File: config.mk
export PLATFORM = sky130hd
export DESIGN_NAME = fps_out_stage
export DESIGN_NICKNAME = d
export VERILOG_FILES = /design/src/hw/rtl/fps_pkg.sv /design/src/hw/rtl/fps_out_stage.sv
export SDC_FILE = /design/constraint.sdc
export NUM_CORES = 1
export LEC_CHECK = 0
export BUFFER_PORTS_ARGS = -buffer_cell sky130_fd_sc_hd__clkbuf_2
export CAP_MARGIN = 5
export CORE_ASPECT_RATIO = 0.75
export CORE_MARGIN = 8
export CORE_UTILIZATION = 63
export CTS_BUF_LIST = sky130_fd_sc_hd__clkbuf_4 sky130_fd_sc_hd__clkbuf_8
export CTS_CLUSTER_DIAMETER = 60
export DETAILED_ROUTE_END_ITERATION = 8
export PLACE_DENSITY = 0.82
export SLEW_MARGIN = 20
export SYNTH_ARGS = -nofsm -noshare
export SYNTH_HDL_FRONTEND = slang
export SYNTH_SLANG_ARGS = --single-unit
File: constraint.sdc
create_clock -name clk -period 5.7 [get_ports clk]
set_input_delay 0.285 -clock clk [delete_from_list [all_inputs] [get_ports clk]]
set_output_delay 0.285 -clock clk [all_outputs]
set_load 0.1 [all_outputs]
File: src/hw/rtl/fps_pkg.sv
`timescale 1ns / 1ps
// ----------------------------------------------------------------------------
// FIR pulse shaping filter package
// Shared constants, command codes and the control bundle of the tap cells.
// ----------------------------------------------------------------------------
package fps_pkg;

  localparam int TAPS_DEF        = 81;
  localparam int OUT_DEPTH_DEF   = 11;
  localparam int SAMPLE_BITS_DEF = 8;
  localparam int COEFF_BITS_DEF  = 12;

  localparam int OUT_BITS    = 16;
  localparam int DELAY_BITS  = 4;
  localparam logic [DELAY_BITS-1:0] DELAY_RESET = 4'd1;

  localparam int SAT_HIGH    = 32767;
  localparam int SAT_LOW     = -32768;
  // The sum is divided by four, which is a shift by two with a correction.
  localparam int SCALE_SHIFT = 2;

  typedef enum logic {
    CMD_FILTER = 1'b0,
    CMD_LOAD   = 1'b1
  } command_t;

  typedef struct packed {
    logic shift;
    logic coef_wr;
  } cell_ctrl_t;

  // Width of the coefficient index, never below seven bits.
  function automatic int index_bits(int taps);
    return (taps > 128) ? 8 : 7;
  endfunction

endpackage

File: src/hw/rtl/fps_out_stage.sv
`timescale 1ns / 1ps
// ----------------------------------------------------------------------------
// FIR output stage
// Scales and saturates the finished sum, shifts it into the output delay
// line and registers the selected entry for the output channel.
// ----------------------------------------------------------------------------
module fps_out_stage #(
  parameter int OUT_DEPTH = fps_pkg::OUT_DEPTH_DEF,
  parameter int ACC_BITS  = 28
) (
  input  logic                                clk,
  input  logic                                rst,
  input  logic signed [ACC_BITS-1:0]          sum,
  input  logic                                sum_valid,
  input  logic [fps_pkg::DELAY_BITS-1:0]      out_delay,
  output logic                                out_valid,
  input  logic                                out_ready,
  output logic signed [fps_pkg::OUT_BITS-1:0] filtered,
  output logic                                retire
);

  localparam int SEL_BITS = (OUT_DEPTH > 1) ? $clog2(OUT_DEPTH) : 1;
  localparam int EXT_BITS = (ACC_BITS > fps_pkg::OUT_BITS + 1) ? ACC_BITS
                                                              : fps_pkg::OUT_BITS + 1;
  localparam logic signed [ACC_BITS-1:0] ROUND =
    ACC_BITS'((1 << fps_pkg::SCALE_SHIFT) - 1);
  localparam logic signed [EXT_BITS-1:0] HIGH_EXT = EXT_BITS'(fps_pkg::SAT_HIGH);
  localparam logic signed [EXT_BITS-1:0] LOW_EXT  = EXT_BITS'(fps_pkg::SAT_LOW);

  logic signed [ACC_BITS-1:0]          acc_hold;
  logic                                hold_valid;
  logic signed [ACC_BITS-1:0]          biased;
  logic signed [ACC_BITS-1:0]          quot;
  logic signed [EXT_BITS-1:0]          quot_ext;
  logic signed [fps_pkg::OUT_BITS-1:0] sat;
  logic signed [fps_pkg::OUT_BITS-1:0] line [OUT_DEPTH];
  logic signed [fps_pkg::OUT_BITS-1:0] line_next [OUT_DEPTH];
  logic [SEL_BITS-1:0]                 sel;

  assign retire = hold_valid && (!out_valid || out_ready);

  // Negative sums get a bias before the shift so the quotient truncates
  // toward zero.
  always_comb begin
    biased   = acc_hold[ACC_BITS-1] ? (acc_hold + ROUND) : acc_hold;
    quot     = biased >>> fps_pkg::SCALE_SHIFT;
    quot_ext = EXT_BITS'(quot);
    if (quot_ext > HIGH_EXT) begin
      sat = fps_pkg::OUT_BITS'(fps_pkg::SAT_HIGH);
    end else if (quot_ext < LOW_EXT) begin
      sat = fps_pkg::OUT_BITS'(fps_pkg::SAT_LOW);
    end else begin
      sat = quot_ext[fps_pkg::OUT_BITS-1:0];
    end
  end

  always_comb begin
    line_next[0] = sat;
    for (int k = 1; k < OUT_DEPTH; k++) begin
      line_next[k] = line[k-1];
    end
  end

  // A delay beyond the line picks its oldest entry.
  always_comb begin
    if (int'(out_delay) >= OUT_DEPTH) begin
      sel = SEL_BITS'(OUT_DEPTH - 1);
    end else begin
      sel = SEL_BITS'(out_delay);
    end
  end

  always_ff @(posedge clk) begin
    if (rst) begin
      hold_valid <= 1'b0;
    end else if (sum_valid) begin
      hold_valid <= 1'b1;
    end else if (retire) begin
      hold_valid <= 1'b0;
    end
  end

  always_ff @(posedge clk) begin
    if (sum_valid) begin
      acc_hold <= sum;
    end
  end

  always_ff @(posedge clk) begin
    if (rst) begin
      out_valid <= 1'b0;
      for (int k = 0; k < OUT_DEPTH; k++) begin
        line[k] <= '0;
      end
    end else if (retire) begin
      out_valid <= 1'b1;
      for (int k = 0; k < OUT_DEPTH; k++) begin
        line[k] <= line_next[k];
      end
    end else if (out_ready) begin
      out_valid <= 1'b0;
    end
  end

  always_ff @(posedge clk) begin
    if (retire) begin
      filtered <= line_next[sel];
    end
  end

endmodule

==> key figures <==
Run status
  • Status: completed

Placed design
  • DP HPWL: 13900 um
  • GPL Wtd Cong: 0.882
  • Port Buffer Count: 53
  • Placed Area: 10100 sq um

Worst setup path
  • Crit. End Element: flip-flop
  • Reg2reg start: acc_hold[9]$_DFFE_PP_
  • Worst path required time: 6.05 ns
  • Worst EP arrival: 3.58 ns
  • Crit start category: flip-flop
  • Flop2flop setup slack: 2.47 ns
  • Crit Reg-Reg Endpoint: filtered[0]$_DFFE_PP_
  • Crit-path max FO: 25
  • WS Path Type: flip-flop to flip-flop
  • R2r worst-path depth: 7

Floorplanning
  • Cell Rows: 39
  • Initial core utilization: 0.641
  • IO Pins: 54
  • Core area: 15100 sq um
  • Full die area: 19600 sq um
  • Die H: 123 um
  • Die X: 159 um

Detailed routing
  • Via count: 6686
  • DRC Markers: 0
  • Drt total wl: 22700 um
  • Final ANT Viol Nets: 0
  • Vias per cell: 6.15
  • WL/cell: 20.9 um
  • TritonRoute pass-1 iters: 5
  • DRT iter0 DRCs: 765

Logic synthesis
  • Sequential share of the synthesized area: 0.636
  • Mapped Area: 9690 sq um
  • Mapped Nets: 820
  • Post-Synth Simple-Gate Area: 0.170
  • Async SR Flop Fraction: 0
  • Syn. warnings: 0
  • Top FF cell, synth: edfxtp_1
  • Post-Synth XOR/XNOR Area: 0.0172
  • Synth Area per Inst: 12.4 sq um
  • Synth Instances: 784
  • Count of different cell masters after synthesis: 51
  • Complex-gate fraction of the synthesized area: 0.124
  • Synth Register Bits: 206
  • EDFF count, synth: 204
  • Synth Area in Adders: 0
  • Largest family of logic cells by synthesized area: simple AND/OR/NAND/NOR gates
  • Post-synthesis mux area share: 0.0257

Clock tree
  • H-tree levels: 1
  • Post-CTS resize count: 0
  • Clk slew on worst S/H paths: 0.07 ns
  • Clk root buf: clkbuf_8
  • CTS tree: done
  • CTS buffer count: 31
  • Maximum clock path buffer count: 3
  • Worst-skew pair later-pin latency: 0.57 ns
  • Clk sinks: 206

Final layout
  • Ant diodes: 0
  • Post-route cell area: 11000 sq um
  • Commonest non-fill, non-tap cell in the layout: edfxtp_1
  • Commonest cells after routing, fill and taps aside: edfxtp_1, and2_1, nand2_1, clkbuf_2, a21oi_1
  • Layout cells sized above 1: 0.173
  • Multi-input gate area: 3290 sq um
  • Fillers: 991
  • NumNets Final: 896
  • FF/Latch Area: 6170 sq um
  • P&R area growth vs syn: 13.6%

STA
  • Final Max Tran Viols: 0
  • Max Clk Rate: 0.310 GHz
  • Period utilization: 0.566
  • Layout Skew: 0.0251 ns
  • Worst-Margin Slew: 1.04 ns
  • Setup TNS: 0 ns
  • Endpoints failing setup: 0
  • RSZ-0062 raised after global routing: no
  • Slew HR: 0.304
  • Final hold viol count: 0
  • Post-route minimum period: 3.23 ns

GRT
  • Pin count of the biggest net entering global routing: 136
  • First-pass GRT wire length: 35600 um
  • Initial antenna violation count: 0
  • Grt ovf: 0
  • GRT Total Usage: 0.228
  • Number of global-route vias before repair: 6563

Power and ir drop
  • Total power: 0.00342 W
  • Pleak: 4.11 nW
  • Maximum VDD drop: 0.253 mV
  • P per Cell Area: 310 nW/um^2

Min path
  • Hold Path End: acc_hold[10]$_DFFE_PP_
  • Hold Crit Depth: 2
  • Hold wc startpoint: sum[10]
  • Min-Delay Path Class: primary input to flip-flop

Flow run
  • Max cap viols: 0
==> repair_timing <==
action	4_1_cts	5_1_grt
hold buffers	30	0
buffers inserted	0	0
endpoints found under the hold margin	30	0
==> per-layer routing <==
metal	share of wire	up-vias	GRT usage
li1	-	3033	-
met1	0.42	3253	0.315
met2	0.46	354	0.359
met3	0.093	46	0.0482
met4	0.026	0	0.0758
met5	0	-	0
==> critical path, stage by stage, from the launching register on <==
cell	delay (ns)
edfxtp_1	0.48
nand4_2	0.23
nor4_4	0.43
and3_1	0.27
o211ai_2	0.11
o31ai_4	0.87
a2111oi_0	0.28
o31ai_1	0.33
==> per-stage QoR <==
stage	setup WS, ns	hold WS, ns	util	std cells
floorplan	0.359	0.357	-	784
global placement	2.38	0.461	0.668	1002
detailed placement	2.21	0.464	0.668	1002
CTS	2.56	0.407	0.728	1087
global route	2.28	0.421	0.728	1087
finish	2.47	0.430	0.728	1087
==> where the power goes <==
group          leakage (nW)  switching [W]  internal, W
logic                  1.63       0.000259     0.000117
registers              2.15      0.0000605      0.00178
clock network         0.328       0.000560     0.000642
==> cells by family (layout without fill, tap and decap cells) <==
family          count (synthesis)  count (layout)
flops                         206             206
compound gates                174             174
mux                            23              23
buf+inv                        64             162
xor+xnor                       19              19
simple gates                  298             298
==> worst max-delay path by stage <==
| stage | startpoint | to | slack, ns | cells past startpoint |
|---|---|---|---|---|
| floorplan | out_valid$_SDFFE_PP0P_ | line[0][0]$_SDFFCE_PN0P_ | 0.36 | 3 |
| global route | acc_hold[1]$_DFFE_PP_ | filtered[0]$_DFFE_PP_ | 2.28 | 7 |
| CTS | acc_hold[9]$_DFFE_PP_ | filtered[0]$_DFFE_PP_ | 2.56 | 7 |
| detailed placement | out_delay[1] | filtered[0]$_DFFE_PP_ | 2.21 | 8 |
| global placement | out_delay[1] | filtered[9]$_DFFE_PP_ | 2.38 | 9 |
| finish | acc_hold[9]$_DFFE_PP_ | filtered[0]$_DFFE_PP_ | 2.47 | 7 |
==> layout make-up <==
cell class / count / area share
inverter: 15 / 0.00511
clock buffer: 51 / 0.0529
sequential: 206 / 0.560
clock inverter: 4 / 0.00205
timing repair buffer: 92 / 0.0575
multi-input combinational: 514 / 0.299
tap: 205 / 0.0233
==> cells in the mapped netlist, types with 4 or more instances <==
master,n,area share
edfxtp_1,204,0.63
and2_1,138,0.089
nand2_1,54,0.021
a21oi_1,48,0.025
nor2_1,46,0.018
clkbuf_1,39,0.015
o21ai_0,29,0.015
a211oi_1,21,0.016
inv_1,15,0.0058
mux2_2,15,0.017
xnor2_1,14,0.013
nand3_1,12,0.0062
a31oi_1,11,0.0071
and3_1,11,0.0071
nor2b_1,10,0.0065
o221ai_1,10,0.0090
o211ai_1,9,0.0070
mux2i_1,8,0.0083
o21a_1,8,0.0062
buf_2,7,0.0036
a21boi_0,6,0.0046
nand4_1,6,0.0039
a41oi_2,5,0.0084
xor2_1,5,0.0045
o31ai_1,4,0.0031
or3_1,4,0.0026
==> registers in the layout, summed over array words and instances (netlist names) <==
register and flops:
acc_hold 28, filtered 16, hold_valid 1, line 160, out_valid 1
(Power assumes the default switching activity.)
