$ cat src/hw/rtl/fps_pkg.sv
`timescale 1ns / 1ps
// ----------------------------------------------------------------------------
// FIR pulse shaping filter package
// Shared constants, command codes and the control bundle of the tap cells.
// ----------------------------------------------------------------------------
package fps_pkg;

  localparam int TAPS_DEF        = 81;
  localparam int OUT_DEPTH_DEF   = 11;
  localparam int SAMPLE_BITS_DEF = 8;
  localparam int COEFF_BITS_DEF  = 12;

  localparam int OUT_BITS    = 16;
  localparam int DELAY_BITS  = 4;
  localparam logic [DELAY_BITS-1:0] DELAY_RESET = 4'd1;

  localparam int SAT_HIGH    = 32767;
  localparam int SAT_LOW     = -32768;
  // The sum is divided by four, which is a shift by two with a correction.
  localparam int SCALE_SHIFT = 2;

  typedef enum logic {
    CMD_FILTER = 1'b0,
    CMD_LOAD   = 1'b1
  } command_t;

  typedef struct packed {
    logic shift;
    logic coef_wr;
  } cell_ctrl_t;

  // Width of the coefficient index, never below seven bits.
  function automatic int index_bits(int taps);
    return (taps > 128) ? 8 : 7;
  endfunction

endpackage

$ cat src/hw/rtl/fps_cell.sv
`timescale 1ns / 1ps
// ----------------------------------------------------------------------------
// FIR tap cell
// Holds one tap sample and one coefficient, passes its sample to the next
// cell and adds its product to the partial sum that travels down the row.
// ----------------------------------------------------------------------------
module fps_cell #(
  parameter int SAMPLE_BITS = fps_pkg::SAMPLE_BITS_DEF,
  parameter int COEFF_BITS  = fps_pkg::COEFF_BITS_DEF,
  parameter int ACC_BITS    = 28,
  parameter int IDX_BITS    = 7,
  parameter int INDEX       = 0
) (
  input  logic                          clk,
  input  logic                          rst,
  input  fps_pkg::cell_ctrl_t           ctrl,
  input  logic [IDX_BITS-1:0]           coeff_index,
  input  logic signed [COEFF_BITS-1:0]  coeff_value,
  input  logic signed [SAMPLE_BITS-1:0] tap_in,
  output logic signed [SAMPLE_BITS-1:0] tap_out,
  input  logic signed [ACC_BITS-1:0]    sum_in,
  input  logic                          tok_in,
  output logic signed [ACC_BITS-1:0]    sum_out,
  output logic                          tok_out
);

  logic signed [COEFF_BITS-1:0]            coeff;
  logic signed [SAMPLE_BITS+COEFF_BITS-1:0] prod;
  logic signed [ACC_BITS-1:0]              prod_ext;

  assign prod     = tap_out * coeff;
  assign prod_ext = ACC_BITS'(prod);

  always_ff @(posedge clk) begin
    if (rst) begin
      tap_out <= '0;
      coeff   <= '0;
      tok_out <= 1'b0;
    end else begin
      if (ctrl.shift) begin
        tap_out <= tap_in;
      end
      if (ctrl.coef_wr && (coeff_index == IDX_BITS'(INDEX))) begin
        coeff <= coeff_value;
      end
      tok_out <= tok_in;
    end
  end

  always_ff @(posedge clk) begin
    if (tok_in) begin
      sum_out <= sum_in + prod_ext;
    end
  end

endmodule

$ cat config.mk
export PLATFORM = sky130hd
export DESIGN_NAME = fps_cell
export DESIGN_NICKNAME = d
export VERILOG_FILES = /design/src/hw/rtl/fps_pkg.sv /design/src/hw/rtl/fps_cell.sv
export SDC_FILE = /design/constraint.sdc
export NUM_CORES = 1
export LEC_CHECK = 0
export ABC_CLOCK_PERIOD_IN_PS = 16300
export BUFFER_PORTS_ARGS = -buffer_cell sky130_fd_sc_hd__buf_2
export CAP_MARGIN = 20
export CORE_MARGIN = 2
export CORE_UTILIZATION = 45
export DETAILED_ROUTE_END_ITERATION = 12
export PLACE_DENSITY = 0.65
export SLEW_MARGIN = 20
export SYNTH_ARGS = -nofsm -noshare
export SYNTH_HDL_FRONTEND = slang
export SYNTH_SLANG_ARGS = --single-unit
$ cat constraint.sdc
create_clock -name clk -period 16.3 [get_ports clk]
set_clock_uncertainty 0.15 [all_clocks]
set_input_delay 0.815 -clock clk [delete_from_list [all_inputs] [get_ports clk]]
set_output_delay 0.815 -clock clk [all_outputs]
set_load 0.05 [all_outputs]
==> key figures, run 1 <==
Outcome
  – Status: completed

Global route
  – Initial antenna violation count: 1
  – First-pass GRT wire length: 23,210 um
  – Number of global-route vias before repair: 5,005
  – Largest net degree at the start of global routing: 30
  – GRT Total Usage: 17.91%
  – Gr ovfl total: 0

STA
  – Setup TNS: 0 ps
  – Final Critical Period: 6057 ps
  – FMAX: 0.1651 GHz
  – Final setup viols: 0
  – Slew margin rel.: 37.54%
  – Endpoints failing hold: 0
  – Unrepaired setup endpoints after global routing: no
  – Final worst path period share: 37.16%
  – Slew @ Worst Pin: 937.0 ps
  – Max Slew Vio Count: 0

Layout
  – Final cell count without fillers: 927
  – Antenna Cells: 0
  – Final #Nets: 992
  – Synthesis-to-finish area growth: 11.81%
  – Flip-flop and latch area: 1261 um^2
  – Commonest non-fill, non-tap cell in the layout: fa_1
  – Most frequent cells in the layout: fa_1, inv_1, buf_2
  – Multi-input gate area: 5142 um^2
  – FILL cells: 1,406
  – Final cell area excluding filler cells: 7711 um^2
  – Share of cells above drive strength 1: 14.75%

Min path
  – Hold path depth: 2
  – Worst min-delay path endpoint: tap_out[7]
  – Min-Delay Startpoint: tap_out[7]
  – Hold crit path type: reg2reg

Synthesis
  – Xor/xnor share of the synthesized area: 3.048%
  – Simple-gate share of the synthesized area: 12.34%
  – Post-synthesis adder-cell area fraction: 49.56%
  – Dominant combinational cell family by area after synthesis: adder cells
  – Largest cells by area after synthesis: fa_1, edfxtp_1, ha_1, inv_1, dfxtp_1
  – Syn Nets: 905
  – Yosys top cell area share: 38.32%
  – YS warnings: 0
  – Register area share after synthesis: 18.29%
  – Synth Flop Type: edfxtp_1
  – Synth Area in Compound Gates: 6.694%
  – Syn Std Cell Area: 6897 um^2
  – Avg Inst Size Synth: 10.59 um^2
  – Cells after Synth: 651
  – Asr flop ratio synth: 0%
  – EDFF count, synth: 28
  – Distinct cells, synth: 51
  – Synth area leader: fa_1
  – Mux cell area share after synthesis: 2.903%
  – Seq cells post-synth: 49

Detailed routing
  – # DRC: 0
  – Via count: 4,767
  – Via-to-Cell Ratio: 5.142
  – DR iter-0 viols: 178
  – First-pass DRT Iterations: 4
  – WL final: 13,700 um
  – Drt wl/cell: 14.78 um
  – Routed Antenna Nets: 0

Place
  – Cell count after placement: 919
  – Gpl congestion: 0.8678
  – Port bufs: 96
  – Final HPWL DP: 11,740 um
  – Placed inst area: 7542 um^2

Pwr
  – Static Leakage: 0.004056 uW
  – Total chip power: 418.6 uW
  – VDD IR-drop max: 0.04353 mV
  – Power Dens Cells: 54.28 nW/um^2

Critical path
  – Critical Path, Cell by Cell: and2_1, fa_1, fa_1, fa_1, fa_1, ha_1, ha_1, a21o_1, a31o_1, a221oi_2, nand3_1, a21bo_1, o31a_1, xor2_1
  – Critical Path RT: 16,200 ps
  – CP max stage delay: 830 ps
  – Worst Path Buf+Inv: 0
  – R2R depth: 14
  – Max Fanout on Critical Path: 16
  – Critical setup path kind: reg2reg
  – Startpoint types: flip-flop
  – Crit. End Element: flip-flop
  – Reg-to-Reg End: sum_out[26]
  – Worst Setup SP: tap_out[1]
  – Critical path arrival: 5960 ps
  – Kind of cell adding the most delay to the critical path: adder cells
  – Slowest library cell on the worst path: and2_1
  – Worst flop-to-flop path startpoint: tap_out[1]
  – R2R Setup Slk: 10,240 ps
  – Critical path's most frequent cell: fa_1

Die
  – Initial core utilization: 45.70%
  – Die ar.: 16,330 um^2
  – Die width: 127.8 um
  – Die span in y: 127.8 um
  – Top-level I/O count: 97
  – Core area: 15,090 um^2
  – # rows: 45

Clock tree
  – Clock buffer count from CTS: 5
  – Sink count of the clock tree: 49
  – Maximum clock path buffer count: 2
  – Root Driver: clkbuf_16
  – CTS Hold Buffers Added: 0
  – PostCTS Resize Cnt: 0
  – Number of setup buffers added after CTS: 0
  – H-tree Lvls: 2
  – Clk_lat worst skew: 300 ps
  – Clock transition at path regs: 60 ps
  – CTS tree: built

Flow run
  – Max Cap Viol: 0
[how the worst max path moves through the flow]
stage / slack, ps / cells past startpoint / to
detailed placement: 10080 / 14 / sum_out[26]
global route: 9920 / 14 / sum_out[26]
finish: 10240 / 14 / sum_out[26]
global placement: 10240 / 16 / sum_out[26]
CTS: 10080 / 16 / sum_out[26]
floorplan: 10460 / 15 / sum_out[26]
[state kept, by name, summed over array words and instances (netlist names)]
name,flops
coeff,12
sum_out,28
tok_out,1
tap_out,8
[routing by layer]
metal | part of all wire (%) | global-route usage [%] | up-vias
li1 | - | - | 2251
met4 | 1.2 | 4.590 | 2
met5 | 0.051 | 0 | -
met3 | 4.0 | 2.462 | 10
met2 | 55 | 32.90 | 96
met1 | 40 | 22.22 | 2408
[tightest hold or removal path, delay by kind of cell (launching register included)]
kind,cells,cell delay [ps]
DFF,1,340
muxes,1,130
and+or+nand+nor,1,50
[final cells by class]
cell class	instances	area share, %
inverter	113	5.501
clock buffer	6	1.671
tap	188	3.050
multi-input combinational	473	66.69
sequential	49	16.36
clock inverter	2	0.5030
timing repair buffer	96	6.231
[power breakdown]
part / switching [uW] / internal (uW)
Clock: 45.6 / 72.7
Combinational: 96.2 / 53.0
Sequential: 6.56 / 144
Total: 148 / 270
[logic make-up (layout without fill, tap and decap cells)]
kind of cell             Yosys count  in the layout
multiplexers                      20             20
AO/OA/AOI/OAI                     66             66
AND/OR/NAND/NOR                  169            169
XOR/XNOR                          24             24
buffers and inverters            129            217
adder cells (fa/ha/maj)          194            194
flip-flops                        49             49
[synthesized netlist by cell type, types with 2 or more instances]
master	number
a211oi_1	4
a21o_1	8
a21oi_1	16
a31oi_1	3
and2_1	56
and3_1	3
buf_2	2
clkbuf_1	12
dfxtp_1	21
edfxtp_1	28
fa_1	132
ha_1	62
inv_1	113
mux2i_1	20
nand2_1	41
nand2b_1	4
nand3_1	5
nand4_1	3
nor2_1	40
nor2b_1	7
nor3_1	2
nor4_1	2
o21a_1	3
o21ai_0	8
o21ai_1	2
o21bai_1	3
o31a_1	2
o31ai_1	2
or2_2	2
or3_1	2
xnor2_1	16
xor2_1	8
[per-stage QoR]
stage          util, %  hold slack, ps  worst slack, ps
6_report         51.10           401.3            10240
5_1_grt          51.10           447.3             9917
4_1_cts          51.09           400.8            10080
3_5_place_dp     49.98           389.4            10080
3_3_place_gp     49.98           391.5            10240
2_1_floorplan        -           400.5            10460
Note: power is estimated with default switching activity, not from simulation.
==> run 2, diff against run 1 <==
ABC_AREA = 1   (was not set)
ABC_CLOCK_PERIOD_IN_PS = 5800   (was 16300)
PLACE_DENSITY = not set   (was 0.65)
clock period = 5.8 ns   (was 16.3 ns; I/O delays follow)
==> run 2 against run 1 <==
Compared with the run above:
- sequential share of layout area decreased by 1.5 points
- sequential cell count unchanged
- clock power increased to 2.5 times the previous value
- core utilization increased by 0.11 points
- synthesized cell count increased by 45%
- register-to-register slack got worse by 9900 ps
- via count increased by 25%
- cell area increased by 9.8%
- largest power group is now combinational cells
- highest routed layer is now met4
==> key figures, run 2 <==
Clock tree
  – Number of setup buffers added after CTS: 0
  – Sink count of the clock tree: 49
  – Maximum clock path buffer count: 2
  – CTS Hold Buffers Added: 0
  – Clock transition at path regs: 70 ps
  – H-tree Lvls: 2
  – Root Driver: clkbuf_16
  – Clk_lat worst skew: 300 ps
  – CTS tree: built
  – Clock buffer count from CTS: 5
  – PostCTS Resize Cnt: 0

Critical path
  – Critical Path RT: 5690 ps
  – Startpoint types: flip-flop
  – CP max stage delay: 770 ps
  – Max Fanout on Critical Path: 10
  – Worst Setup SP: tap_out[2]
  – Critical Path, Cell by Cell: nand2_1, fa_1, fa_1, inv_1, fa_1, fa_1, ha_1, ha_1, nand2_1, inv_1, nand2_1, nor2_1, nand4_1, nand4_1, nand2_1
  – Reg-to-Reg End: sum_out[21]
  – Slowest library cell on the worst path: fa_1
  – Worst flop-to-flop path startpoint: tap_out[2]
  – R2R Setup Slk: 390 ps
  – R2R depth: 15
  – Critical setup path kind: reg2reg
  – Critical path arrival: 5300 ps
  – Worst setup path end: sum_out[21]
  – Crit. End Element: flip-flop

Detailed routing
  – DR iter-0 viols: 264
  – Drt wl/cell: 13.45 um
  – WL final: 16,850 um
  – Via count: 5,958
  – Via-to-Cell Ratio: 4.755
  – Routed Antenna Nets: 0
  – # DRC: 0
  – First-pass DRT Iterations: 5

Layout
  – Most frequent cells in the layout: nand2_1, inv_1, fa_1
  – Final cell count without fillers: 1,253
  – Flip-flop and latch area: 1261 um^2
  – Max reg flops: 28
  – Antenna Cells: 0
  – Share of cells above drive strength 1: 12.97%
  – FILL cells: 1,605
  – Largest register by flop count: sum_out
  – Multi-input gate area: 5341 um^2
  – Final #Nets: 1,287
  – Synthesis-to-finish area growth: 11.43%
  – Biggest regs: sum_out (28), coeff (12), tap_out (8)
  – Commonest non-fill, non-tap cell in the layout: nand2_1
  – Final cell area excluding filler cells: 8463 um^2

STA
  – Final Critical Period: 5411 ps
  – PnR worst setup slack: 389.3 ps
  – Setup TNS: 0 ps
  – Final setup viols: 0
  – Final worst path period share: 93.29%
  – Hold slack: 85.03 ps
  – Slew @ Worst Pin: 679.3 ps
  – Slew margin rel.: 54.71%
  – Max Slew Vio Count: 0
  – Unrepaired setup endpoints after global routing: no
  – FMAX: 0.1848 GHz
  – Endpoints failing hold: 0

Synthesis
  – Most frequent cell after synthesis: nand2_1
  – Cells after Synth: 945
  – Syn Nets: 1,199
  – Synth Flop Type: edfxtp_1
  – EDFF count, synth: 28
  – Synth area leader: fa_1
  – Commonest cells post-synth: nand2_1, inv_1, fa_1
  – Register area share after synthesis: 16.61%
  – Syn Std Cell Area: 7595 um^2
  – YS warnings: 0
  – Seq cells post-synth: 49
  – Largest cells by area after synthesis: fa_1, nand2_1, inv_1, edfxtp_1, ha_1
  – Yosys top cell area share: 34.79%
  – Distinct cells, synth: 33
  – Avg Inst Size Synth: 8.037 um^2
  – Asr flop ratio synth: 0%

Die
  – Die ar.: 17,930 um^2
  – Top-level I/O count: 97
  – Die span in y: 133.9 um
  – # rows: 47
  – Core area: 16,520 um^2
  – Initial core utilization: 45.96%
  – Die width: 133.9 um

Pwr
  – Cell internal pwr: 735.9 uW
  – Static Leakage: 0.005019 uW
  – Power Dens Cells: 148.9 nW/um^2
  – Combinational share of power: 42.4%
  – Switching Share: 41.59%
  – Sequential share of power: 33.9%
  – Switching pwr: 524.0 uW
  – Clock Power Share: 23.6%
  – VDD IR-drop max: 0.1055 mV

Global route
  – Largest net degree at the start of global routing: 30
  – Gr ovfl total: 0
  – Number of global-route vias before repair: 5,791
  – Initial antenna violation count: 0
  – GRT Total Usage: 19.76%
  – First-pass GRT wire length: 28,220 um

Flow run
  – Max Cap Viol: 0

Outcome
  – Status: completed

Place
  – Placed inst area: 8327 um^2
  – Dpl ws: 404.6 ps
  – Port bufs: 96
  – Gpl congestion: 0.8393
  – Final HPWL DP: 14,370 um
  – Cell count after placement: 1,246

Min path
  – Hold crit path type: in2reg
## run 2: how the worst min path moves through the flow
| stage | from | endpoint | slack [ps] | cells after the start |
|---|---|---|---|---|
| after global placement | coeff_value[10] | coeff[10] | 400 | 3 |
| after global routing | tap_in[2] | tap_out[2] | 90 | 3 |
| after detailed placement | coeff_value[8] | coeff[8] | 400 | 3 |
| final | coeff_value[2] | coeff[2] | 90 | 3 |
| after CTS | tap_in[3] | tap_out[3] | 90 | 3 |
| after floorplan | rst | tap_out[7] | 220 | 1 |
## run 2: area by class of cell
cell class | count | share of cell area, %
Clock buffer | 5 | 1.478
Sequential cell | 49 | 14.90
Timing Repair Buffer | 106 | 6.564
Inverter | 238 | 10.56
Clock inverter | 2 | 0.1331
Tap cell | 220 | 3.253
Multi-Input combinational cell | 633 | 63.11
## run 2: per-stage QoR
stage                     power, uW  utilization [%]
final                          1260            51.22
after global routing           1339            51.22
after CTS                      1271            51.22
after detailed placement      976.0            50.39
after global placement        973.5            50.39
after floorplan               825.1                -
## run 2: layer usage
layer	vias to the layer above	part of all wire [%]	GRT usage (%)
met2	118	51	34.96
met4	0	1.0	4.196
met1	2873	44	26.70
met3	13	3.8	1.550
met5	-	0	0
li1	2954	-	-
## run 2: power by group through the flow
stage | registers, uW | clock network [uW] | logic (uW)
5_1_grt | 431 | 311 | 597
4_1_cts | 428 | 300 | 543
3_3_place_gp | 435 | 0 | 538
3_5_place_dp | 436 | 0 | 540
6_report | 428 | 297 | 535
2_1_floorplan | 541 | 0 | 284
## run 2: kinds of logic (layout without fill, tap and decap cells)
| family | count (synthesis) | in the layout | share of synthesized area (%) |
|---|---|---|---|
| compound gates | 43 | 43 | 3.064 |
| buf+inv | 263 | 351 | 13.06 |
| flops | 49 | 49 | 16.61 |
| simple gates | 382 | 382 | 20.64 |
| xor+xnor | 14 | 14 | 1.615 |
| fa+ha+maj | 194 | 194 | 45.01 |
## run 2: critical path: cells and delay by family (launching register included)
family                   cells  cell delay [ps]
AND/OR/NAND/NOR              7              990
flip-flops                   1              610
adder cells (fa/ha/maj)      6             3080
buffers and inverters        2              310
